--- src/sv/sdfa_pkg.sv ---
// ----------------------------------------------------------------------------
// sdfa_pkg
// Types and constants shared by the spring-damper force accumulator modules.
// ----------------------------------------------------------------------------
package sdfa_pkg;

  // queue between front and back (power of two)
  localparam int QDEPTH = 2;

  localparam logic [2:0] REG_STIFFNESS = 3'd0;
  localparam logic [2:0] REG_DAMPING   = 3'd1;
  localparam logic [2:0] REG_GRAVITY_X = 3'd2;
  localparam logic [2:0] REG_GRAVITY_Y = 3'd3;
  localparam logic [2:0] REG_GRAVITY_Z = 3'd4;

  typedef enum logic [1:0] {
    OP_BEGIN_DYN,
    OP_BEGIN_STATIC,
    OP_LINK,
    OP_SKIP
  } op_t;

  typedef enum logic [3:0] {
    B_IDLE,
    B_GRAV,
    B_GRAV_SUM,
    B_DIFF,
    B_MAG,
    B_SQ,
    B_SQRT,
    B_DSTART,
    B_DIV,
    B_DOT,
    B_DOT_SUM,
    B_SMUL,
    B_SCAL,
    B_FMUL,
    B_FUPD,
    B_DONE
  } bstate_t;

  typedef struct packed {
    op_t                    op;
    logic [2:0][31:0]       pos;
    logic [2:0][31:0]       vel;
    logic [30:0]            rest_length;
    logic [30:0]            mass;
    logic                   last;
  } entry_t;

  typedef struct packed {
    logic [30:0]            stiffness;
    logic [30:0]            damping;
    logic [2:0][31:0]       gravity;
  } cfg_t;

endpackage

--- src/sv/sdfa_queue.sv ---
// ----------------------------------------------------------------------------
// sdfa_queue
// Short FIFO of classified items between front and back.
// ----------------------------------------------------------------------------
module sdfa_queue (
  input  logic               clk,
  input  logic               rst,
  input  logic               push,
  input  sdfa_pkg::entry_t   wr_entry,
  input  logic               pop,
  output sdfa_pkg::entry_t   rd_entry,
  output logic               empty,
  output logic               full
);
  import sdfa_pkg::*;

  localparam int PW = (QDEPTH > 1) ? $clog2(QDEPTH) : 1;

  entry_t        slots [QDEPTH];
  logic [PW-1:0] wr_ptr;
  logic [PW-1:0] rd_ptr;
  logic [PW:0]   count;

  assign empty    = (count == '0);
  assign full     = (count == (PW+1)'(QDEPTH));
  assign rd_entry = slots[rd_ptr];

  always_ff @(posedge clk) begin
    if (push) begin
      slots[wr_ptr] <= wr_entry;
    end
  end

  always_ff @(posedge clk) begin
    if (rst) begin
      wr_ptr <= '0;
      rd_ptr <= '0;
      count  <= '0;
    end else begin
      if (push) begin
        wr_ptr <= wr_ptr + 1'b1;
      end
      if (pop) begin
        rd_ptr <= rd_ptr + 1'b1;
      end
      count <= count + (PW+1)'(push) - (PW+1)'(pop);
    end
  end

  assert property (@(posedge clk) disable iff (rst) count <= (PW+1)'(QDEPTH))
    else $error("queue count beyond depth");
  assert property (@(posedge clk) disable iff (rst) pop |-> !empty)
    else $error("pop from empty queue");
  assert property (@(posedge clk) disable iff (rst) push |-> !full)
    else $error("push into full queue");

endmodule

--- config.mk ---
export PLATFORM = sky130hd
export DESIGN_NAME = sdfa_queue
export DESIGN_NICKNAME = d
export VERILOG_FILES = /design/src/sv/sdfa_pkg.sv /design/src/sv/sdfa_queue.sv
export SDC_FILE = /design/constraint.sdc
export NUM_CORES = 1
export LEC_CHECK = 0
export ABC_AREA = 1
export BUFFER_PORTS_ARGS = -buffer_cell sky130_fd_sc_hd__buf_4
export CORE_ASPECT_RATIO = 0.75
export CORE_MARGIN = 2
export CORE_UTILIZATION = 55
export CTS_BUF_LIST = sky130_fd_sc_hd__clkbuf_4
export DETAILED_ROUTE_END_ITERATION = 12
export PLACE_DENSITY = 0.81
export SYNTH_ARGS = -nofsm -noshare
export SYNTH_HDL_FRONTEND = slang
export SYNTH_SLANG_ARGS = --single-unit
--- constraint.sdc ---
create_clock -name clk -period 26.3 [get_ports clk]
set_input_delay 1.315 -clock clk [delete_from_list [all_inputs] [get_ports clk]]
set_output_delay 1.315 -clock clk [all_outputs]
set_load 0.01 [all_outputs]
Word-level counts from Yosys, hierarchy flattened
Memories as Yosys holds them, arrays and structs flattened. A register that Yosys moved wholly into a read port is not among the register bits. Index checks and enable logic that the tools add are counted.

Add/sub/neg operators: 4. Equal/unequal tests: 1. Mux-type cells: 4. Reduce and logical (&&, ||, !) cells: 1.

Operators with widths (number): 2-to-1 mux 1 bit (4); adder 1 bit (second input constant) (2); adder 2 x 1 -> 2 bit (1); equality test 2 bit (second input constant) (1); logical NOT 2 bit (1); subtractor 2 x 1 -> 2 bit (1).

Register bits after elaboration: 4. Bits in writable memories: 514. Bits of input ports: 261. Output and inout bits: 259. Word-level logic and storage cells: 14. Memories kept: 1.

Memory list: slots (words 2, bits a word 257, read ports 1, clocked after memory_dff 1, write ports 1, line sdfa_queue.sv:19) `entry_t slots [QDEPTH];`.

Longest topological paths before layout
Gate-level depths: netlist of the first run.

Word-level depth: 3. Depth in mapped cells: 9.

Least setup slack after synthesis of the first run
OpenSTA, ideal clock, no wires.

Kind: input -> register. From: in push. To: mem slots[0][0] in the netlist's numbering, enable pin. Setup time: 0.887 ns. Arrival: 12.090 ns. Required time: 25.413 ns. Setup slack: 13.323 ns. Stages: 2. Buffers on the path: 0. Cells stage by stage: inv_1 nor2_1.

Longest elaborated chain between the ends: 2.

Ends and longest elaborated chain: start: declaration (line sdfa_queue.sv:8) `input logic push,`; 2-to-1 mux 1 bit (line sdfa_queue.sv:29) `if (push) begin`; 2-to-1 mux 1 bit (not written as such) (line sdfa_queue.sv:30) `slots[wr_ptr] <= wr_entry;`; end: declaration (line sdfa_queue.sv:19).

No other way between the ends.

==> out/metrics.csv, run 1 <==
metric;value;unit
status;finished clean;
Routed WL;43.6;mm
clock network latency to the later pin of the worst-skew pair;0.79;ns
crit share post-route;0.207;
syn avg cell area;23.8;um^2
first-pass GRT wire length;62.0;mm
Sink Count;519;
Main synth FF type;edfxtp_1;
YS warnings;0;
Final Hold Fails;0;
Worst VDD drop;0.0000582;V
Fmax achieved;0.183;GHz
Max Transition Viols Final;0;
Initial Util;0.555;
Worst-Margin Slew;1.19;ns
Seq/Total Area, Yosys;0.785;
Die Height;168;um
CTS buffer count;119;
antenna viol nets, final;0;
setup_tns;0;ns
share of the synthesized area in the top cell type;0.780;
Via density;5.07;
placed wire-length estimate;30.2;mm
H-tree levels;3;
syn_nets;1094;
# resized after CTS;0;
vias in the first global route;10500;
gr usage total;0.226;
Hold-fix buffers, CTS;0;
# rows;60;
nets@finish;1714;
clock slew at reported path FFs;0.06;ns
Die Wd;223;um
EDFF count, synth;514;
Avg WL per Cell;21.8;um
Hold Crit Class;reg2reg;
number of buffers added for setup after CTS;0;
Final Wtd Congestion;0.893;
Rel. slew slack;0.207;
layout cell share with drive strength beyond 1;0.629;
P_leak;10.2;nW
Seq cells post-synth;519;
Async SR Flop Fraction;0;
Pre-antenna DRT Iters;4;
Final setup viols;0;
CTS tree;done;
Unique masters post-synth;16;
synth cell count leaders;514 x edfxtp_1, 230 x mux2_4, 27 x mux2_2;
Post-Place Worst Slack;21.66;ns
Tmin final;5.46;ns
Max-Cap Viols;0;
crit end category;output port;
WP data arrival;4.14;ns
# fillers;2185;
synth top area cells;edfxtp_1 78%, mux2_4 17%, mux2_2 1.5%, buf_6 0.85%, buf_8 0.83%;
Synth area leader;edfxtp_1;
total congestion overflow;0;
Worst Path Max Fanout;69;
via count;10100;
Core ar.;35700;um^2
CP Launch Type;flop;
Synth Cell Area;19800;um^2
I/O Buffers;519;
DRC errors left;0;
CP required;24.99;ns
Worst Skew;0.0500;ns
Crit Path Class;reg2out;
Syn-to-layout area delta;28.7;%
PD cells;72.0;nW/um^2
Cells after Synth;831;
clk buf depth;3;
most common cell in the synthesized netlist;edfxtp_1;
Hold WS;0.519;ns
die area;37500;um^2
area taken by multi-input logic gates;3860;um^2
post-route setup slack;20.84;ns
Reg area;15500;um^2
I/O pin count;520;
pin count of the biggest net entering global routing;117;
power after layout;1.83;mW
unrepaired setup endpoints after global routing;no;
initial antenna violation count;6;
clk root buf;clkbuf_4;
Starting DRT DRC Count;571;
## layout by cell type (no fill, tap or decap), types with 2 or more instances in the layout
cell / synthesis / routed
buf_4: 0 / 528
edfxtp_1: 514 / 514
mux2_4: 230 / 230
clkbuf_4: 0 / 169
mux2_2: 27 / 27
clkinv_1: 0 / 26
inv_1: 8 / 7
nor2_1: 8 / 7
nand2_1: 4 / 4
dfxtp_1: 5 / 4
diode_2: 0 / 3
clkinv_4: 0 / 3
ha_1: 2 / 2
bufinv_16: 0 / 2
## cell type report
class / instances / share of cell area
sequential: 519 / 0.610
timing repair buffer: 528 / 0.156
multi-input combinational: 275 / 0.152
clock buffer: 169 / 0.0498
tap: 465 / 0.0229
clock inverter: 33 / 0.00772
inverter: 8 / 0.00147
antenna: 3 / 0.000295
## sequential cells by signal, indices dropped and copies added (netlist names), named ones only
register	count
wr_ptr	1
slots	514
rd_ptr	1
count	2
## layer usage
metal,GRT usage,part of all wire,vias to the layer above
li1,-,-,4618
met3,0.101,0.098,78
met1,0.250,0.36,4984
met5,0,0.0010,-
met4,0.0957,0.029,6
met2,0.383,0.51,446
## per-stage QoR
step                utilization  area [um^2]  instances
floorplan                     -        19800        831
global placement          0.672        24000       1795
detailed placement        0.672        24000       1795
CTS                       0.714        25400       1997
global route              0.714        25500       2000
finish                    0.714        25500       2000
## final timing paths
| check | from | end | slack (ns) | depth (start not counted) |
|---|---|---|---|---|
| hold reg to reg | rd_ptr | rd_ptr | 0.52 | 2 |
| hold / removal | rd_ptr | rd_ptr | 0.52 | 2 |
| setup / recovery | flop | rd_entry[39] | 20.84 | 4 |
| setup reg to reg | wr_ptr | slots[0][235] | 22.88 | 3 |
## where the power goes
part	total [mW]	internal, mW	switching [mW]
Combinational	0.247	0.140	0.108
Sequential	0.975	0.960	0.0155
Clock	0.610	0.313	0.297
Total	1.83	1.41	0.420
## kinds of logic (layout without fill, tap and decap cells)
logic type,Yosys count,in the layout,synth area share
flops,519,519,0.785
mux,257,257,0.190
buf+inv,37,738,0.0199
simple gates,14,14,0.00278
fa+ha+maj,2,2,0.00126
compound gates,1,1,0.000253
xor+xnor,1,1,0.000443
other cells,0,3,0
## critical path, cell delays in order (launching register included)
cell and delay, ns:
dfxtp_4 0.77, buf_4 1.01, buf_4 0.93, mux2_4 0.36, buf_4 0.14
Power figures use the tool's default switching activity.
==> inputs of run 2 (changes only) <==
Settings changed: ABC_AREA 1 to 0.
Clock period 26.3 ns to 5.2 ns, I/O delays scaled along.
==> run 2 against run 1 <==
Effect of this change: total power increased to 5.3 times the previous value; first-iteration DRC count is 96% higher; clock-buffer cell count down 5; sequential cell count is the same; via count rose by 16%; register-to-register slack worse by 20 ns; critical path depth is 1 lower; die area about the same; sequential power rose to 5.1 times the previous value; core utilization grew 7.4 points; clock skew grew 0.0070 ns; largest cell class unchanged; largest power group unchanged.
==> out/metrics.csv, run 2 <==
metric;value;unit
WL met1;19.1;mm
unrepaired setup endpoints after global routing;no;
Unique masters post-synth;15;
P_leak;11.2;nW
Syn-to-layout area delta;42.1;%
clk buf depth;3;
met3 routed WL;4.52;mm
Seq pwr share;0.512;
CP required;4.94;ns
Seq cells post-synth;519;
Post-Place Worst Slack;2.94;ns
initial antenna violation count;11;
Max-Cap Viols;0;
CP max-delay cell;dfxtp_4;
first-pass GRT wire length;78.9;mm
Crit Path Class;reg2out;
Int Power;7.32;mW
synth top area cells;edfxtp_1 78%, mux2_4 17%, mux2_2 1.5%, buf_6 0.85%, buf_8 0.84%;
via count;11800;
Crit path top cell by count;buf_4;
Hold Crit Class;in2reg;
Worst Path Max Fanout;35;
post-route setup slack;2.14;ns
CTS buffer count;121;
Core ar.;35700;um^2
syn_nets;1084;
placed wire-length estimate;29.7;mm
worst r2r src;wr_ptr;
clock slew at reported path FFs;0.07;ns
Die Wd;223;um
cell area after layout;28100;um^2
WHS Path Cells;2;
EDFF count, synth;514;
setup_tns;0;ns
clock network latency to the later pin of the worst-skew pair;0.84;ns
Fmax achieved;0.327;GHz
highest metal used;met4;
terminus of the critical flop-to-flop path;slots[1][217];
DRC errors left;0;
PD cells;347;nW/um^2
most frequent cells in the layout;524 x buf_4, 514 x edfxtp_1, 261 x dlygate4sd3_1;
CP Launch Type;flop;
Sink Count;519;
Starting DRT DRC Count;1122;
YS warnings;0;
Cells after Synth;821;
Final Wtd Congestion;0.810;
biggest regs;slots: 514 flops, count: 2 flops;
Rel. slew slack;0.440;
Initial Util;0.554;
Switch Pwr;2.42;mW
Worst Skew;0.0570;ns
Seq/Total Area, Yosys;0.786;
Avg WL per Cell;24.2;um
Die Height;168;um
area taken by multi-input logic gates;3880;um^2
Routed WL;54.6;mm
most common library cell in the layout ignoring fill and taps;buf_4;
vias in the first global route;12800;
Clk pwr share;0.326;
die area;37500;um^2
gr usage total;0.288;
crit share post-route;0.589;
combinational fraction of design power;0.162;
Worst VDD drop;0.000273;V
Max Transition Viols Final;0;
Worst R2R Path Depth;2;
R2R Setup Slk;2.89;ns
CTS tree;done;
Worst Hold Path EP;slots[1][141];
synth cell count leaders;514 x edfxtp_1, 230 x mux2_4, 27 x mux2_2;
hold_sp;wr_entry[141];
crit end category;output port;
antenna viol nets, final;0;
Async SR Flop Fraction;0;
# fillers;1733;
# resized after CTS;0;
Via density;5.21;
clk root buf;clkbuf_4;
share of the synthesized area in the top cell type;0.781;
I/O pin count;520;
H-tree levels;3;
Reg with most FFs;slots;
layout cell share with drive strength beyond 1;0.540;
Largest register FFs;514;
I/O Buffers;519;
Final Hold Fails;0;
Sw Share;0.249;
status;finished clean;
Reg area;15500;um^2
Synth area leader;edfxtp_1;
power after layout;9.74;mW
Pre-antenna DRT Iters;7;
Main synth FF type;edfxtp_1;
met2 WL post-DR;29.2;mm
syn avg cell area;24.1;um^2
# rows;60;
WP data arrival;2.80;ns
Synth Cell Area;19800;um^2
Tmin final;3.06;ns
pin count of the biggest net entering global routing;130;
total congestion overflow;0;
most common cell in the synthesized netlist;edfxtp_1;
Worst-Margin Slew;0.841;ns
slowest stage delay, CP;0.80;ns
critical path, cell by cell;buf_4 -> mux2_4 -> buf_4;
Final setup viols;0;
nets@finish;1968;
Area after DPL;24000;um^2
run 2: how the worst max path moves through the flow:
stage	endpoint	slack, ns	depth (start not counted)
finish	rd_entry[38]	2.14	3
global route	rd_entry[38]	1.94	3
CTS	rd_entry[35]	2.00	3
detailed placement	slots[1][250]	2.94	2
global placement	slots[1][250]	2.95	2
floorplan	slots[0][0]	0.63	1
run 2: final cells by class:
| class | count | area share |
|---|---|---|
| sequential | 519 | 0.553 |
| timing repair buffer | 790 | 0.237 |
| multi-input combinational | 271 | 0.138 |
| clock buffer | 164 | 0.0438 |
| tap | 465 | 0.0207 |
| clock inverter | 31 | 0.00641 |
| antenna | 13 | 0.00116 |
| inverter | 2 | 0.000267 |
run 2: cells by family after synthesis:
group / after synthesis / synth area share
multiplexers: 257 / 0.190
flip-flops: 519 / 0.786
XOR/XNOR: 3 / 0.00203
AND/OR/NAND/NOR: 9 / 0.00222
adder cells (fa/ha/maj): 2 / 0.00127
buffers and inverters: 31 / 0.0188
run 2: what timing repair did:
action,CTS,global route
setup buffers,0,0
setup endpoints to repair,0,0
hold buffers,261,0
endpoints found under the hold margin,519,0
run 2: critical path: cells and delay by family, from the launching register on:
family	cells	cell delay (ns)
DFF	1	0.80
buffers and inverters	2	0.79
muxes	1	0.36
run 2: metal layers:
metal	up-vias	track usage
met5	-	0
li1	5108	-
met2	592	0.513
met1	5937	0.315
met3	118	0.0969
met4	0	0.125
run 2: power groups by stage:
stage,registers [mW],clock network (mW),logic (mW)
3_5_place_dp,5.06,0,1.36
5_1_grt,5.00,3.45,1.64
4_1_cts,4.97,3.13,1.54
3_3_place_gp,5.05,0,1.34
6_report,4.99,3.18,1.58
2_1_floorplan,5.05,0,0.747
run 2: stage by stage:
stage / std cells / hold WS, ns / utilization
after floorplan: 821 / 0.332 / -
after global placement: 1786 / 0.445 / 0.674
after detailed placement: 1786 / 0.447 / 0.674
after CTS: 2242 / 0.0621 / 0.787
after global routing: 2252 / 0.0730 / 0.788
final: 2255 / 0.168 / 0.788
==> inputs of run 3 (changes only) <==
Clock period 5.2 ns to 3.2 ns, I/O delays scaled along.
==> run 3 against run 2 <==
Effect of this change: critical endpoint is now rd_entry[167]; worst setup slack worse by 1.7 ns; highest routed layer is now met5; global-route usage is 2.4 points higher; largest cell class unchanged; total power is 70% higher; sequential power is 63% higher.
==> out/metrics.csv, run 3 (synthesis gave the netlist of run 2 again) <==
metric;value;unit
CTS buffer count;118;
pin count of the biggest net entering global routing;66;
Final Wtd Congestion;0.824;
Final setup viols;0;
Max Transition Viols Final;0;
antenna viol nets, final;0;
via count;12400;
first-pass GRT wire length;85.3;mm
Tmin final;2.80;ns
I/O Buffers;519;
placed wire-length estimate;31.3;mm
DRC errors left;0;
Area after DPL;24200;um^2
most frequent cells in the layout;534 x buf_4, 514 x edfxtp_1, 320 x dlygate4sd3_1;
Worst Hold Path EP;slots[0][209];
WP data arrival;2.64;ns
Worst Skew;0.0870;ns
Post-Layout Cell Count;2348;
number of buffers added for setup after CTS;0;
Rel. slew slack;0.429;
vias in the first global route;13500;
Sw Share;0.252;
CP required;3.04;ns
Switch Pwr;4.16;mW
Reg with most FFs;slots;
Hold Crit Class;in2reg;
CP Launch Type;flop;
Max-Cap Viols;0;
Starting DRT DRC Count;984;
Worst-Margin Slew;0.857;ns
Int Power;12.4;mW
crit share post-route;0.873;
Pre-antenna DRT Iters;5;
clk root buf;clkbuf_4;
clk buf depth;3;
# rows;60;
terminus of the critical flop-to-flop path;count[1];
Fmax achieved;0.358;GHz
clock network latency to the later pin of the worst-skew pair;0.84;ns
I/O pin count;520;
most common library cell in the layout ignoring fill and taps;buf_4;
P_leak;11.7;nW
Via density;5.28;
Crit Path Class;reg2out;
initial antenna violation count;12;
hold_sp;wr_entry[209];
Worst R2R Path Depth;8;
CTS tree;done;
Die Height;168;um
Initial Util;0.554;
worst r2r src;count[0];
Final Hold Fails;0;
Avg WL per Cell;25.2;um
layout cell share with drive strength beyond 1;0.535;
clock slew at reported path FFs;0.08;ns
Syn-to-layout area delta;46.9;%
Die Wd;223;um
H-tree levels;3;
crit end category;output port;
total congestion overflow;0;
die area;37500;um^2
combinational fraction of design power;0.164;
WHS Path Cells;2;
Clk pwr share;0.346;
nets@finish;2038;
post-placement cell count;1800;
Worst Path Max Fanout;63;
biggest regs;slots: 514 flops, count: 2 flops;
Core ar.;35700;um^2
status;finished clean;
PD cells;569;nW/um^2
Worst VDD drop;0.000530;V
unrepaired setup endpoints after global routing;no;
Seq pwr share;0.490;
cell area after layout;29000;um^2
Routed WL;59.1;mm
R2R Setup Slk;0.57;ns
gr usage total;0.312;
Largest register FFs;514;
power after layout;16.5;mW
Sink Count;519;
run 3: how the worst max path moves through the flow:
| stage | end | startpoint | slack [ns] | depth (start not counted) |
|---|---|---|---|---|
| after CTS | rd_entry[248] | flop | 0.36 | 3 |
| final | rd_entry[167] | flop | 0.40 | 3 |
| after floorplan | slots[0][0] | wr_ptr | -1.35 | 1 |
| after global routing | rd_entry[167] | flop | 0.29 | 3 |
| after global placement | rd_entry[130] | flop | 1.29 | 3 |
| after detailed placement | slots[1][216] | wr_ptr | 1.28 | 2 |
run 3: what timing repair did:
| action | CTS | global route |
|---|---|---|
| gates resized for setup | 0 | 0 |
| endpoints found under the hold margin | 536 | 2 |
| hold buffers | 319 | 1 |
run 3: layout make-up:
cell class	count	area, um^2
Antenna cell	11	27.5
Clock buffer	188	1410
Clock inverter	29	205
Fill cell	1597	6620
Inverter	2	7.51
Multi-Input combinational cell	271	3880
Sequential cell	519	15500
Tap cell	465	582
Timing Repair Buffer	863	7390
run 3: power groups by stage:
stage	Sequential [mW]	Combinational [mW]	Clock (mW)
2_1_floorplan	8.21	1.21	0
3_3_place_gp	8.19	2.22	0
3_5_place_dp	8.22	2.26	0
4_1_cts	8.07	2.61	5.52
5_1_grt	8.13	2.80	6.14
6_report	8.11	2.71	5.72
run 3: metal layers:
metal | wire (um) | GRT usage | vias up
li1 | - | - | 5275
met1 | 21400 | 0.352 | 6304
met2 | 31000 | 0.557 | 685
met3 | 4620 | 0.0916 | 133
met4 | 2060 | 0.131 | 2
met5 | 13 | 0 | -
run 3: critical path: stages, from the launching register on:
cell and delay, ns:
dfxtp_4 0.72, buf_12 0.46, mux2_4 0.37, buf_4 0.16
run 3: through the flow:
| stage | hold WS (ns) | worst slack [ns] | TNS [ns] | util |
|---|---|---|---|---|
| after floorplan | 0.225 | -1.35 | -542.73 | - |
| after global placement | 0.345 | 1.29 | 0 | 0.678 |
| after detailed placement | 0.347 | 1.28 | 0 | 0.678 |
| after CTS | 0.000210 | 0.359 | 0 | 0.813 |
| after global routing | 0.00122 | 0.294 | 0 | 0.814 |
| final | 0.0503 | 0.405 | 0 | 0.814 |
